==> src/sv/rcdl_pkg.sv <==
package rcdl_pkg;

   localparam int unsigned CSR_INDEX_W = 3;
   localparam int unsigned CSR_DATA_W  = 16;

   // register indexes
   localparam logic [CSR_INDEX_W-1:0] REG_THROTTLE_MIN  = 3'd0;
   localparam logic [CSR_INDEX_W-1:0] REG_THROTTLE_MAX  = 3'd1;
   localparam logic [CSR_INDEX_W-1:0] REG_BLINK_PERIOD  = 3'd2;
   localparam logic [CSR_INDEX_W-1:0] REG_STROBE_PERIOD = 3'd3;
   localparam logic [CSR_INDEX_W-1:0] REG_SIREN_STEP    = 3'd4;
   localparam logic [CSR_INDEX_W-1:0] REG_SIREN_LOW     = 3'd5;
   localparam logic [CSR_INDEX_W-1:0] REG_SIREN_HIGH    = 3'd6;
   localparam logic [CSR_INDEX_W-1:0] REG_SIREN_INC     = 3'd7;

   // command kinds
   localparam logic [1:0] CMD_NONE      = 2'd0;
   localparam logic [1:0] CMD_DEVIATION = 2'd1;
   localparam logic [1:0] CMD_STOP      = 2'd2;

   // pulse width thresholds and drive values in microseconds
   localparam logic [15:0] NEUTRAL_US      = 16'd1500;
   localparam logic [15:0] MODE_AUTO_US    = 16'd1500;
   localparam logic [15:0] LIGHT_ON_US     = 16'd1600;
   localparam logic [15:0] SIREN_ON_US     = 16'd1500;
   localparam logic [15:0] STEER_MIN_US    = 16'd1000;
   localparam logic [15:0] STEER_MAX_US    = 16'd2000;
   localparam logic [15:0] LEFT_TURN_US    = 16'd1450;
   localparam logic [15:0] RIGHT_TURN_US   = 16'd1550;
   localparam logic [15:0] ANGLE_FINE_MIN  = 16'd1400;
   localparam logic [15:0] ANGLE_FINE_MAX  = 16'd1600;
   localparam logic [15:0] ANGLE_HARD_L    = 16'd1000;
   localparam logic [15:0] ANGLE_HARD_R    = 16'd2000;
   localparam logic [15:0] ANGLE_WIDE_L    = 16'd1800;
   localparam logic [15:0] ANGLE_WIDE_R    = 16'd1200;
   localparam logic [15:0] SPEED_FINE      = 16'd1560;
   localparam logic [15:0] SPEED_MID       = 16'd1550;
   localparam logic [15:0] SPEED_SLOW      = 16'd1440;
   localparam logic [15:0] SPEED_CRAWL     = 16'd1430;
   localparam logic [15:0] SPEED_STOP      = 16'd1435;
   localparam logic signed [12:0] DEV_GAIN = 13'sd40;

   // reset values of the registers
   localparam logic [15:0] THROTTLE_MIN_RST  = 16'd1440;
   localparam logic [15:0] THROTTLE_MAX_RST  = 16'd1560;
   localparam logic [15:0] BLINK_PERIOD_RST  = 16'd200;
   localparam logic [15:0] STROBE_PERIOD_RST = 16'd300;
   localparam logic [7:0]  SIREN_STEP_RST    = 8'd5;
   localparam logic [11:0] SIREN_LOW_RST     = 12'd500;
   localparam logic [11:0] SIREN_HIGH_RST    = 12'd1000;
   localparam logic [7:0]  SIREN_INC_RST     = 8'd10;
   localparam logic [11:0] SWEEP_RST         = 12'd500;
   localparam logic [11:0] HZ_MAX            = 12'd4095;

   typedef struct packed {
      logic [15:0]        steer_width_in;
      logic [15:0]        throttle_width_in;
      logic [15:0]        mode_width_in;
      logic [15:0]        light_width_in;
      logic [15:0]        siren_width_in;
      logic [1:0]         command_kind;
      logic signed [15:0] deviation;
   } req_word_type;

   typedef struct packed {
      logic [15:0] esc_width_out;
      logic [15:0] servo_width_out;
      logic        left_lamp;
      logic        right_lamp;
      logic        red_lamp;
      logic        blue_lamp;
      logic        tone_on;
      logic [11:0] tone_hz;
   } rsp_word_type;

   typedef struct packed {
      logic [CSR_INDEX_W-1:0] index;
      logic [CSR_DATA_W-1:0]  data;
   } csr_word_type;

   typedef struct packed {
      logic [15:0] lo;
      logic [15:0] hi;
   } thr_window_type;

   typedef struct packed {
      logic [15:0] speed;
      logic [15:0] angle;
   } drive_type;

endpackage

==> src/sv/rcdl_req_if.sv <==
interface rcdl_req_if;
   import rcdl_pkg::*;
   logic         valid;
   logic         ready;
   req_word_type data;
   modport source(output valid, output data, input ready);
   modport sink(input valid, input data, output ready);
endinterface

==> src/sv/rcdl_rsp_if.sv <==
interface rcdl_rsp_if;
   import rcdl_pkg::*;
   logic         valid;
   logic         ready;
   rsp_word_type data;
   modport source(output valid, output data, input ready);
   modport sink(input valid, input data, output ready);
endinterface

==> src/sv/rcdl_csr_if.sv <==
interface rcdl_csr_if;
   import rcdl_pkg::*;
   logic         valid;
   logic         ready;
   csr_word_type data;
   modport source(output valid, output data, input ready);
   modport sink(input valid, input data, output ready);
endinterface

==> src/sv/rcdl_drive.sv <==
module rcdl_drive (
   input  rcdl_pkg::req_word_type   item,
   input  rcdl_pkg::thr_window_type window,
   input  rcdl_pkg::drive_type      held,
   output rcdl_pkg::drive_type      drive
);
   import rcdl_pkg::*;

   logic signed [15:0] dev;
   logic signed [12:0] fine_raw;
   logic [15:0]        fine_angle;
   logic [15:0]        thr_lo;
   drive_type          auto_drive;

   assign dev = item.deviation;
   // only used for |dev| < 40, so the low byte carries the value
   assign fine_raw = 13'sd1500 - 13'($signed(dev[7:0])) * DEV_GAIN;

   always_comb begin
      if (fine_raw < $signed({1'b0, ANGLE_FINE_MIN[11:0]})) begin
         fine_angle = ANGLE_FINE_MIN;
      end else if (fine_raw > $signed({1'b0, ANGLE_FINE_MAX[11:0]})) begin
         fine_angle = ANGLE_FINE_MAX;
      end else begin
         fine_angle = 16'(fine_raw);
      end
   end

   always_comb begin
      priority if (dev == 16'sd0) begin
         auto_drive = held;
      end else if (dev > -16'sd40 && dev < 16'sd40) begin
         auto_drive = '{speed: SPEED_FINE, angle: fine_angle};
      end else if (dev >= 16'sd40 && dev < 16'sd80) begin
         auto_drive = '{speed: SPEED_MID, angle: ANGLE_HARD_L};
      end else if (dev <= -16'sd40 && dev > -16'sd80) begin
         auto_drive = '{speed: SPEED_MID, angle: ANGLE_HARD_R};
      end else if (dev >= 16'sd80 && dev < 16'sd100) begin
         auto_drive = '{speed: SPEED_SLOW, angle: ANGLE_WIDE_L};
      end else if (dev <= -16'sd80 && dev > -16'sd100) begin
         auto_drive = '{speed: SPEED_SLOW, angle: ANGLE_WIDE_R};
      end else if (dev >= 16'sd100) begin
         auto_drive = '{speed: SPEED_CRAWL, angle: ANGLE_WIDE_L};
      end else begin
         auto_drive = '{speed: SPEED_CRAWL, angle: ANGLE_WIDE_R};
      end
   end

   // raise to the low limit first, then lower to the high limit
   assign thr_lo = (item.throttle_width_in < window.lo) ? window.lo : item.throttle_width_in;

   always_comb begin
      if (item.mode_width_in <= MODE_AUTO_US) begin
         drive.speed = (thr_lo > window.hi) ? window.hi : thr_lo;
         if (item.steer_width_in < STEER_MIN_US) begin
            drive.angle = STEER_MIN_US;
         end else if (item.steer_width_in > STEER_MAX_US) begin
            drive.angle = STEER_MAX_US;
         end else begin
            drive.angle = item.steer_width_in;
         end
      end else begin
         unique case (item.command_kind)
            CMD_DEVIATION: drive = auto_drive;
            CMD_STOP:      drive = '{speed: SPEED_STOP, angle: NEUTRAL_US};
            default:       drive = held;
         endcase
      end
   end

endmodule

==> src/sv/rc_drive_and_lamp_controller.sv <==
// One word on req_ch is one millisecond tick. The block takes a word whenever req_ch.ready
// is high and returns exactly one result word per tick on rsp_ch. The tick is captured in
// an input register, then drive selection, lamp timers and the siren sweep are evaluated
// in one pass into the output register. Back-pressure on rsp_ch stalls the input register,
// so throughput is one tick per cycle while rsp_ch.ready stays high.
// Registers on csr_ch are accepted in every cycle and should be written only while idle.
module rc_drive_and_lamp_controller (
   input  logic       clock,
   input  logic       reset,
   rcdl_req_if.sink   req_ch,
   rcdl_rsp_if.source rsp_ch,
   rcdl_csr_if.sink   csr_ch
);
   import rcdl_pkg::*;

   // configuration
   logic [15:0] thr_min_ff, thr_max_ff, blink_ff, strobe_per_ff;
   logic [7:0]  siren_step_ff, siren_inc_ff;
   logic [11:0] siren_low_ff, siren_high_ff;

   // pipeline
   logic         in_valid_ff, in_valid_in;
   req_word_type in_data_ff;
   logic         out_valid_ff;
   rsp_word_type out_data_ff, out_data_in;
   logic         advance, fire;

   // state
   logic [31:0] ms_count_ff, left_time_ff, right_time_ff, strobe_time_ff, siren_time_ff;
   logic [31:0] left_time_in, right_time_in, strobe_time_in, siren_time_in;
   drive_type   held_ff, held_in;
   logic        left_on_ff, right_on_ff, phase_ff, red_on_ff, blue_on_ff, rising_ff;
   logic        left_on_in, right_on_in, phase_in, red_on_in, blue_on_in, rising_in;
   logic [11:0] sweep_ff, sweep_in, sounded_ff, sounded_in;

   thr_window_type window;
   logic           reversing, left_turn, right_turn, siren_sw;
   logic [12:0]    sweep_sum;
   logic [11:0]    sweep_up, sweep_dn;

   assign csr_ch.ready = 1'b1;

   always_ff @(posedge clock) begin
      if (reset) begin
         thr_min_ff    <= THROTTLE_MIN_RST;
         thr_max_ff    <= THROTTLE_MAX_RST;
         blink_ff      <= BLINK_PERIOD_RST;
         strobe_per_ff <= STROBE_PERIOD_RST;
         siren_step_ff <= SIREN_STEP_RST;
         siren_low_ff  <= SIREN_LOW_RST;
         siren_high_ff <= SIREN_HIGH_RST;
         siren_inc_ff  <= SIREN_INC_RST;
      end else if (csr_ch.valid) begin
         unique case (csr_ch.data.index)
            REG_THROTTLE_MIN:  thr_min_ff    <= csr_ch.data.data;
            REG_THROTTLE_MAX:  thr_max_ff    <= csr_ch.data.data;
            REG_BLINK_PERIOD:  blink_ff      <= csr_ch.data.data;
            REG_STROBE_PERIOD: strobe_per_ff <= csr_ch.data.data;
            REG_SIREN_STEP:    siren_step_ff <= csr_ch.data.data[7:0];
            REG_SIREN_LOW:     siren_low_ff  <= csr_ch.data.data[11:0];
            REG_SIREN_HIGH:    siren_high_ff <= csr_ch.data.data[11:0];
            REG_SIREN_INC:     siren_inc_ff  <= csr_ch.data.data[7:0];
            default: ;
         endcase
      end
   end

   assign advance      = !out_valid_ff || rsp_ch.ready;
   assign fire         = in_valid_ff && advance;
   assign req_ch.ready = !in_valid_ff || advance;
   assign in_valid_in  = (req_ch.valid && req_ch.ready) ? 1'b1 : (fire ? 1'b0 : in_valid_ff);

   always_ff @(posedge clock) begin
      if (req_ch.valid && req_ch.ready) begin
         in_data_ff <= req_ch.data;
      end
      if (fire) begin
         out_data_ff <= out_data_in;
      end
   end

   assign window = '{lo: thr_min_ff, hi: thr_max_ff};

   rcdl_drive u_drive (
      .item   (in_data_ff),
      .window (window),
      .held   (held_ff),
      .drive  (held_in)
   );

   // turn lamps
   assign reversing  = held_in.speed < NEUTRAL_US;
   assign left_turn  = !reversing && held_in.angle < LEFT_TURN_US;
   assign right_turn = !reversing && held_in.angle > RIGHT_TURN_US;

   always_comb begin
      left_on_in    = left_on_ff;
      right_on_in   = right_on_ff;
      left_time_in  = left_time_ff;
      right_time_in = right_time_ff;
      priority if (reversing) begin
         left_on_in  = 1'b1;
         right_on_in = 1'b1;
      end else if (left_turn) begin
         right_on_in = 1'b0;
         if (ms_count_ff - left_time_ff >= 32'(blink_ff)) begin
            left_on_in   = !left_on_ff;
            left_time_in = ms_count_ff;
         end
      end else if (right_turn) begin
         left_on_in = 1'b0;
         if (ms_count_ff - right_time_ff >= 32'(blink_ff)) begin
            right_on_in   = !right_on_ff;
            right_time_in = ms_count_ff;
         end
      end else begin
         left_on_in  = 1'b0;
         right_on_in = 1'b0;
      end
   end

   // strobe keeps its phase and timer while switched off
   always_comb begin
      phase_in       = phase_ff;
      strobe_time_in = strobe_time_ff;
      red_on_in      = red_on_ff;
      blue_on_in     = blue_on_ff;
      if (in_data_ff.light_width_in > LIGHT_ON_US) begin
         if (ms_count_ff - strobe_time_ff >= 32'(strobe_per_ff)) begin
            phase_in       = !phase_ff;
            strobe_time_in = ms_count_ff;
            red_on_in      = !phase_ff;
            blue_on_in     = phase_ff;
         end
      end else begin
         red_on_in  = 1'b0;
         blue_on_in = 1'b0;
      end
   end

   // siren sweep, saturating at both ends
   assign siren_sw  = in_data_ff.siren_width_in > SIREN_ON_US;
   assign sweep_sum = 13'(sweep_ff) + 13'(siren_inc_ff);
   assign sweep_up  = sweep_sum[12] ? HZ_MAX : sweep_sum[11:0];
   assign sweep_dn  = (sweep_ff > 12'(siren_inc_ff)) ? sweep_ff - 12'(siren_inc_ff) : 12'd0;

   always_comb begin
      sweep_in      = sweep_ff;
      rising_in     = rising_ff;
      siren_time_in = siren_time_ff;
      sounded_in    = sounded_ff;
      if (siren_sw) begin
         if (ms_count_ff - siren_time_ff >= 32'(siren_step_ff)) begin
            sounded_in    = sweep_ff;
            siren_time_in = ms_count_ff;
            if (rising_ff) begin
               sweep_in  = sweep_up;
               rising_in = !(sweep_up >= siren_high_ff);
            end else begin
               sweep_in  = sweep_dn;
               rising_in = sweep_dn <= siren_low_ff;
            end
         end
      end else begin
         sounded_in = 12'd0;
      end
   end

   always_comb begin
      out_data_in.esc_width_out   = held_in.speed;
      out_data_in.servo_width_out = held_in.angle;
      out_data_in.left_lamp       = left_on_in;
      out_data_in.right_lamp      = right_on_in;
      out_data_in.red_lamp        = red_on_in;
      out_data_in.blue_lamp       = blue_on_in;
      out_data_in.tone_on         = siren_sw && (sounded_in != 12'd0);
      out_data_in.tone_hz         = out_data_in.tone_on ? sounded_in : 12'd0;
   end

   always_ff @(posedge clock) begin
      if (reset) begin
         in_valid_ff    <= 1'b0;
         out_valid_ff   <= 1'b0;
         ms_count_ff    <= '0;
         held_ff        <= '{speed: NEUTRAL_US, angle: NEUTRAL_US};
         left_on_ff     <= 1'b0;
         right_on_ff    <= 1'b0;
         left_time_ff   <= '0;
         right_time_ff  <= '0;
         phase_ff       <= 1'b0;
         strobe_time_ff <= '0;
         red_on_ff      <= 1'b0;
         blue_on_ff     <= 1'b0;
         siren_time_ff  <= '0;
         sweep_ff       <= SWEEP_RST;
         rising_ff      <= 1'b1;
         sounded_ff     <= 12'd0;
      end else begin
         in_valid_ff <= in_valid_in;
         if (fire) begin
            out_valid_ff   <= 1'b1;
            ms_count_ff    <= ms_count_ff + 32'd1;
            held_ff        <= held_in;
            left_on_ff     <= left_on_in;
            right_on_ff    <= right_on_in;
            left_time_ff   <= left_time_in;
            right_time_ff  <= right_time_in;
            phase_ff       <= phase_in;
            strobe_time_ff <= strobe_time_in;
            red_on_ff      <= red_on_in;
            blue_on_ff     <= blue_on_in;
            siren_time_ff  <= siren_time_in;
            sweep_ff       <= sweep_in;
            rising_ff      <= rising_in;
            sounded_ff     <= sounded_in;
         end else if (rsp_ch.ready) begin
            out_valid_ff <= 1'b0;
         end
      end
   end

   assign rsp_ch.valid = out_valid_ff;
   assign rsp_ch.data  = out_data_ff;

   a_tone_code: assert property (@(posedge clock) disable iff (reset)
      out_valid_ff |-> (out_data_ff.tone_on == (out_data_ff.tone_hz != 12'd0)))
      else $error("tone_on disagrees with tone_hz");

   a_reverse_lamps: assert property (@(posedge clock) disable iff (reset)
      (out_valid_ff && out_data_ff.esc_width_out < NEUTRAL_US)
      |-> (out_data_ff.left_lamp && out_data_ff.right_lamp))
      else $error("reversing without both turn lamps");

   a_strobe_excl: assert property (@(posedge clock) disable iff (reset)
      !(red_on_ff && blue_on_ff))
      else $error("red and blue strobe on together");

   a_fire_result: assert property (@(posedge clock) disable iff (reset)
      fire |=> (out_valid_ff && ms_count_ff == $past(ms_count_ff) + 32'd1))
      else $error("processed tick gave no result");

endmodule
==> src/flat_wrapper.sv <==
// flat-port wrapper written by rule: the top's interface ports become plain ports
module rc_drive_and_lamp_controller_flat import rcdl_pkg::*;
  (clock, reset, req_ch_valid, req_ch_data, req_ch_ready, rsp_ch_valid, rsp_ch_data, rsp_ch_ready, csr_ch_valid, csr_ch_data, csr_ch_ready);
  rcdl_req_if req_ch_i ();
  rcdl_rsp_if rsp_ch_i ();
  rcdl_csr_if csr_ch_i ();
  input  logic clock;
  input  logic reset;
  input wire logic [$bits(req_ch_i.valid)-1:0] req_ch_valid;
  input wire logic [$bits(req_ch_i.data)-1:0] req_ch_data;
  output wire logic [$bits(req_ch_i.ready)-1:0] req_ch_ready;
  output wire logic [$bits(rsp_ch_i.valid)-1:0] rsp_ch_valid;
  output wire logic [$bits(rsp_ch_i.data)-1:0] rsp_ch_data;
  input wire logic [$bits(rsp_ch_i.ready)-1:0] rsp_ch_ready;
  input wire logic [$bits(csr_ch_i.valid)-1:0] csr_ch_valid;
  input wire logic [$bits(csr_ch_i.data)-1:0] csr_ch_data;
  output wire logic [$bits(csr_ch_i.ready)-1:0] csr_ch_ready;
  assign req_ch_i.valid = req_ch_valid;
  assign req_ch_i.data = req_ch_data;
  assign req_ch_ready = req_ch_i.ready;
  assign rsp_ch_valid = rsp_ch_i.valid;
  assign rsp_ch_data = rsp_ch_i.data;
  assign rsp_ch_i.ready = rsp_ch_ready;
  assign csr_ch_i.valid = csr_ch_valid;
  assign csr_ch_i.data = csr_ch_data;
  assign csr_ch_ready = csr_ch_i.ready;
  rc_drive_and_lamp_controller u_core (.clock(clock), .reset(reset), .req_ch(req_ch_i), .rsp_ch(rsp_ch_i), .csr_ch(csr_ch_i));
endmodule
==> config.mk <==
export PLATFORM = sky130hd
export DESIGN_NAME = rc_drive_and_lamp_controller_flat
export DESIGN_NICKNAME = d
export VERILOG_FILES = /design/src/sv/rcdl_pkg.sv /design/src/sv/rcdl_req_if.sv /design/src/sv/rcdl_rsp_if.sv /design/src/sv/rcdl_csr_if.sv /design/src/sv/rcdl_drive.sv /design/src/sv/rc_drive_and_lamp_controller.sv /design/src/flat_wrapper.sv
export SDC_FILE = /design/constraint.sdc
export NUM_CORES = 1
export LEC_CHECK = 0
export CAP_MARGIN = 5
export CORE_ASPECT_RATIO = 1.1
export CORE_UTILIZATION = 50
export CTS_BUF_LIST = sky130_fd_sc_hd__clkbuf_8 sky130_fd_sc_hd__clkbuf_16
export DETAILED_ROUTE_END_ITERATION = 8
export DONT_BUFFER_PORTS = 1
export GPL_ROUTABILITY_DRIVEN = 1
export HOLD_SLACK_MARGIN = 0.1
export REMOVE_ABC_BUFFERS = 1
export SLEW_MARGIN = 5
export SYNTH_ARGS = -nofsm -noshare
export SYNTH_HDL_FRONTEND = slang
export SYNTH_HIERARCHICAL = 1
export SYNTH_SLANG_ARGS = --single-unit
==> constraint.sdc <==
create_clock -name clock -period 13.4 [get_ports clock]
set_clock_uncertainty 0.15 [all_clocks]
set_input_delay 1.34 -clock clock [delete_from_list [all_inputs] [get_ports clock]]
set_output_delay 1.34 -clock clock [all_outputs]
set_load 0.01 [all_outputs]
# --- Yosys cells after proc, flatten, opt, wreduce, memory -nomap -nowiden ---
# Index checks and enable logic that the tools add are counted.
# W data, S select, Z words.
word_totals:
  in_bits: 122
  reg_bits: 475
  elab_cells: 162
  output_inout_bits: 52
op_classes:
  order_cmp: 30
  n_bitwise: 2
  multipliers: 1
  n_mux: 36
  reduce_logical: 36
  n_addsub: 8
  eq_ne: 9
op_table:
  columns: ["cell", "n"]
  rows:
  - ["$sub A32 B32 Y32", 4]
  - ["$ge A32 B16 Y1", 3]
  - ["$mux W16", 6]
  - ["$mux W26", 3]
  - ["$gt A16 B11 Y1 const B", 4]
  - ["$mux W32", 2]
  - ["$pmux W32 S2", 1]
  - ["$mux W12", 5]
  - ["$mux W22", 2]
  - ["$add A32 B1 Y32 const B", 1]
  - ["$ge A16 B8 Y1 const B", 2]
  - ["$ge A32 B8 Y1", 1]
  - ["$gt A16 B8 Y1 const B", 2]
  - ["$lt A16 B11 Y1 const B", 2]
  - ["$lt A16 B8 Y1 const B", 2]
  - ["$ge A16 B7 Y1 const B", 1]
  - ["$gt A16 B16 Y1", 1]
  - ["$gt A16 B7 Y1 const B", 1]
  - ["$le A16 B11 Y1 const B", 1]
  - ["$le A16 B7 Y1 const B", 1]
  - ["$le A16 B8 Y1 const B", 1]
  - ["$logic_not A16 Y1", 1]
  - ["$lt A16 B10 Y1 const B", 1]
  - ["$lt A16 B16 Y1", 1]
  - ["other kinds (28)", 73]

# --- Depth between registers and ports, before layout ---
logic_depth:
  ltp_word: 16
  depth_mapped: 27
  ltp_nobuf: 25

# --- Cells and area by module ---
# The synthesis kept the hierarchy.
by_module_without_submodules:
  columns: ["module", "area_each_um2", "seq_area_each_um2", "n_inst", "cells_each"]
  rows:
  - ["rc_drive_and_lamp_controller", 27657.8, 10980.5, 1, 3156]
  - ["rcdl_drive", 3253.1, 0.0, 1, 443]

# --- Least setup slack after synthesis ---
# Ideal clock, no wire load.
synth_timing:
  path_kind: "register to register"
  from: "reg u_core/in_data_ff[79] in the netlist's numbering"
  to: "reg u_core.right_time_ff[10]"
  t_arrival_ps: 5781
  synth_period_minus_slack_ps: 6003
  setup_ps: 72
  slack_ps: 7397
  path_stages_with_launch: 26
  path_buffers: 3
  required_time_ps: 13178
  path_cell_list: "edfxtp_1 -> ha_1 -> a21o_1 -> a21o_1 -> a21oi_1 -> o21ai_0 -> a21oi_1 -> buf_2 -> mux2_2 -> ha_1 -> nor2b_1 -> o21a_1 -> o21ai_0 -> a211oi_1 -> o31ai_1 -> a31oi_1 -> buf_4 -> mux2i_1 -> o21ai_0 -> or4_1 -> a211o_1 -> nand2_1 -> nor2_1 -> nand2_1 -> buf_4 -> mux2i_1"
synth_rtl:
  columns: ["element", "line", "source"]
  rows:
  - ["start, declared", "rc_drive_and_lamp_controller.sv:23", "req_word_type in_data_ff;"]
  - ["start signal, assigned", "rc_drive_and_lamp_controller.sv:75", "in_data_ff <= req_ch.data;"]
  - ["end signal, assigned", "rc_drive_and_lamp_controller.sv:207", "right_time_ff <= right_time_in;"]
  - ["end, declared", "rc_drive_and_lamp_controller.sv:29", "logic [31:0] ms_count_ff, left_time_ff, right_time_ff, strobe_time_ff, siren_time_ff;"]

# --- Worst setup path in the final report ---
layout_timing:
  from: "reg u_core.ms_count_ff[0]"
  to: "reg u_core.right_time_ff[29]"
layout_via:
  elab_chain_cells: 3
layout_lines:
  columns: ["element", "line", "source"]
  rows:
  - ["start, declared", "rc_drive_and_lamp_controller.sv:29", null]
  - ["start signal, assigned", "rc_drive_and_lamp_controller.sv:202", "ms_count_ff <= ms_count_ff + 32'd1;"]
  - ["$sub A32 B32 Y32", "rc_drive_and_lamp_controller.sv:112", "if (ms_count_ff - right_time_ff >= 32'(blink_ff)) begin"]
  - ["$ge A32 B16 Y1", "rc_drive_and_lamp_controller.sv:112", null]
  - ["$reduce_and A5 Y1 (no source line)", null, null]
# No other way between the ends.
# A chain may end at the register's enable or synchronous reset.

==> run summary <==
Std-Cell Rows: 95
RR Startpoint: u_core/ms_count_ff[0]$_SDFFE_PP0P_
Clock sinks: 475
GRT Total Usage: 28.38%
Initial antenna violation count: 6
Non-filler cells, final: 4,378
Reg2reg path depth: 25
Clock Tree Buf Depth: 3
First-pass GRT wire length: 141,300 um
Drt wl/cell: 20.78 um
Register area share after synthesis: 35.52%
Critical Path AT: 7.33 ns
Hold EP: u_core/siren_step_ff[4]$_SDFFE_PP0P_
CTS root buf: clkbuf_16
Core outline area: 61,100 um^2
Area Overhead vs Synth: 7.318%
HP Start: u_core/siren_step_ff[4]$_SDFFE_PP0P_
Setup bufs post-CTS: 0
Cell variety after synth: 120
CP top delay family: simple AND/OR/NAND/NOR gates
CP bufs+invs: 2
Io pins: 174
Number of buffers created by CTS: 52
Slowest Stage Delay on Critical Path: 0.94 ns
R2R Path End: u_core/right_time_ff[29]$_SDFFE_PP0P_
Fin. max-slew vios: 0
Synth warn: 6
Max frequency: 143.7 MHz
RSZ-0062 raised after global routing: no
Max Fanout on Critical Path: 32
Vias in the first global route: 25.42k
Status: finished clean
Async set-or-reset flop fraction in the synthesized netlist: 0%
P per Cell Area: 115.5 nW/um^2
Comb pwr share: 18.3%
Starting Density: 50.59%
DP Wirelength: 66,890 um
Most used DFF post-synth: dfxtp_1
Sw frac: 29.30%
Die X: 239.1 um
P_int: 2710 uW
Post-Syn Instances: 3,599
H-tree levels: 2
Worst vdd ir: 0.1273 mV
GRT Residual Overflow: 0
Top cell by count, worst path: a21oi_1
Required @ worst endpoint: 13.77 ns
Die ar.: 62,820 um^2
Clock network power share: 39.8%
Die Ht: 262.8 um
Fin. Hold Viols: 0
Critical Path Slowest Stage Cell: nand2_2
Hold path depth: 2
Register share of total power: 41.9%
Minimum clock period: 6.961 ns
Post-synth EDFFs: 147
Worst rel slew slack: 18.60%
Power Total: 3833 uW
Routed Antenna Nets: 0
CTS tree: built
Finish-stage setup viols: 0
Max cap viols: 0
Drt drc: 0
Synth Register Bits: 475
Worst skew pair latency: 0.62 ns
Leak: 0.01377 uW
Nets: 3,915
Worst Tran Pin Value: 1.214 ns
GP Congestion: 0.9427
Post-Route WL: 90,960 um
Cell Area, Synth: 30,910 um^2
Period utilization: 51.95%
Pin count of the biggest net entering global routing: 178
Filler cell count: 5,727
Dpl cells: 4,283
Pre-Repair DR Iteration Count: 5
Vias per cell: 5.984
# hold bufs at CTS: 0
Psw: 1123 uW
Crit path kind: reg2reg
Clock slew at reported path FFs: 0.06 ns
Synthesized area per cell: 8.589 um^2
R2R setup slack: 6.44 ns
Via count: 26.20k
Critical Path Sink Type: flip-flop
IO buf count: 0
Startpoint types: flip-flop
Share of layout cells above drive strength 1: 6.053%
Final setup TNS: 0 ns
Post-CTS sizing: 0
Type of the most critical hold path: reg2reg
Drt initial violations: 1,870
==> worst reg2reg max path, delay by kind of cell (launching register included) <==
family | cells | cell delay (ns)
mux | 1 | 0.32
xor+xnor | 1 | 0.15
compound gates | 11 | 2.07
buf+inv | 2 | 0.25
fa+ha+maj | 3 | 0.88
simple gates | 7 | 2.68
flops | 1 | 0.36
==> state kept, by name, summed over array words and instances, names as in the netlist, 16 cells and up <==
register               flops
u_core/in_data_ff         98
u_core/rsp_ch.data        49
u_core/held_ff            32
u_core/left_time_ff       32
u_core/ms_count_ff        32
u_core/right_time_ff      32
u_core/siren_time_ff      32
u_core/strobe_time_ff     32
u_core/blink_ff           16
u_core/strobe_per_ff      16
u_core/thr_max_ff         16
u_core/thr_min_ff         16
==> Yosys cell counts (60+ instances only) <==
master    count  area, um^2
nand2_1     523        1963
dfxtp_1     328        6566
a21oi_1     307        1536
inv_1       276        1036
ha_1        273        3416
nor2_1      226       848.3
edfxtp_1    147        4414
mux2i_1     145        1451
o21ai_0     138       690.7
clkbuf_1    119       446.7
nand3_1      90       450.4
nor3_1       89       445.4
a21o_1       77       578.1
xnor2_1      73       639.4
nand4_1      60       375.4
==> cell usage in the layout, fill, tap and decap left out, drive strengths merged, types with 24 or more instances in the layout <==
cell	instances
a211oi	42
a21o	79
a21oi	309
a31o	38
and3	28
buf	31
clkbuf	63
dfxtp	328
edfxtp	147
ha	273
inv	286
mux2	24
mux2i	145
nand2	523
nand2b	24
nand3	90
nand4	60
nor2	227
nor2b	32
nor3	90
nor4	25
o211ai	51
o21a	29
o21ai	151
or3	25
xnor2	74
xor2	57
==> kinds of logic (layout without fill, tap and decap cells) <==
group,Yosys count,count (layout),share of synthesized area (%)
simple gates,1204,1204,18.18
compound gates,891,891,19.30
flops,475,475,35.52
buf+inv,448,401,6.169
fa+ha+maj,280,280,11.50
mux,169,169,5.570
xor+xnor,131,131,3.736
other cells,1,3,0.01213
==> layout make-up <==
cell class              instances  area (um^2)  area share [%]
diodes                          2        5.005         0.01509
clock inverters                30        336.6           1.015
flip-flops and latches        475        10980           33.10
well taps                     824         1031           3.108
multi-input cells            2676        18050           54.43
inverters                     277         1046           3.153
clock buffers                  63         1486           4.481
repair buffers                 31        232.7          0.7015
==> through the flow <==
step | setup slack [ns] | utilization (%) | instance area [um^2] | hold WS [ns]
floorplan | 5.255 | - | 30040 | 0.2798
global placement | 6.727 | 51.30 | 31350 | 0.2915
detailed placement | 6.526 | 51.30 | 31350 | 0.2973
CTS | 6.468 | 54.29 | 33170 | 0.3058
global route | 5.918 | 54.29 | 33170 | 0.3183
finish | 6.439 | 54.30 | 33170 | 0.2997
==> how the worst max path moves through the flow <==
stage / start / end / slack, ns / cells after the start
finish: u_core/ms_count_ff[0]$_SDFFE_PP0P_ / u_core/right_time_ff[29]$_SDFFE_PP0P_ / 6.44 / 25
global route: u_core/ms_count_ff[0]$_SDFFE_PP0P_ / u_core/right_time_ff[8]$_SDFFE_PP0P_ / 5.92 / 25
CTS: u_core/ms_count_ff[0]$_SDFFE_PP0P_ / u_core/right_time_ff[8]$_SDFFE_PP0P_ / 6.47 / 25
detailed placement: u_core/ms_count_ff[0]$_SDFFE_PP0P_ / u_core/right_time_ff[10]$_SDFFE_PP0P_ / 6.53 / 25
global placement: u_core/in_data_ff[79]$_DFFE_PP_ / u_core/right_time_ff[28]$_SDFFE_PP0P_ / 6.73 / 24
floorplan: u_core/in_data_ff[79]$_DFFE_PP_ / u_core/left_time_ff[0]$_SDFFE_PP0P_ / 5.26 / 23
==> power groups by stage <==
stage	clock, uW	sequential (uW)	combinational (uW)
after floorplan	0	1620	493
after global placement	0	1630	675
after detailed placement	0	1640	689
after CTS	1560	1610	694
after global routing	1610	1610	766
final	1520	1610	702
==> per-layer routing <==
metal | track usage [%] | share of wire, %
met1 | 34.50 | 41
met2 | 48.27 | 48
met3 | 6.113 | 6.1
met4 | 11.69 | 4.3
met5 | 0 | 0.080
No activity file was read; power rests on OpenSTA's default activity.
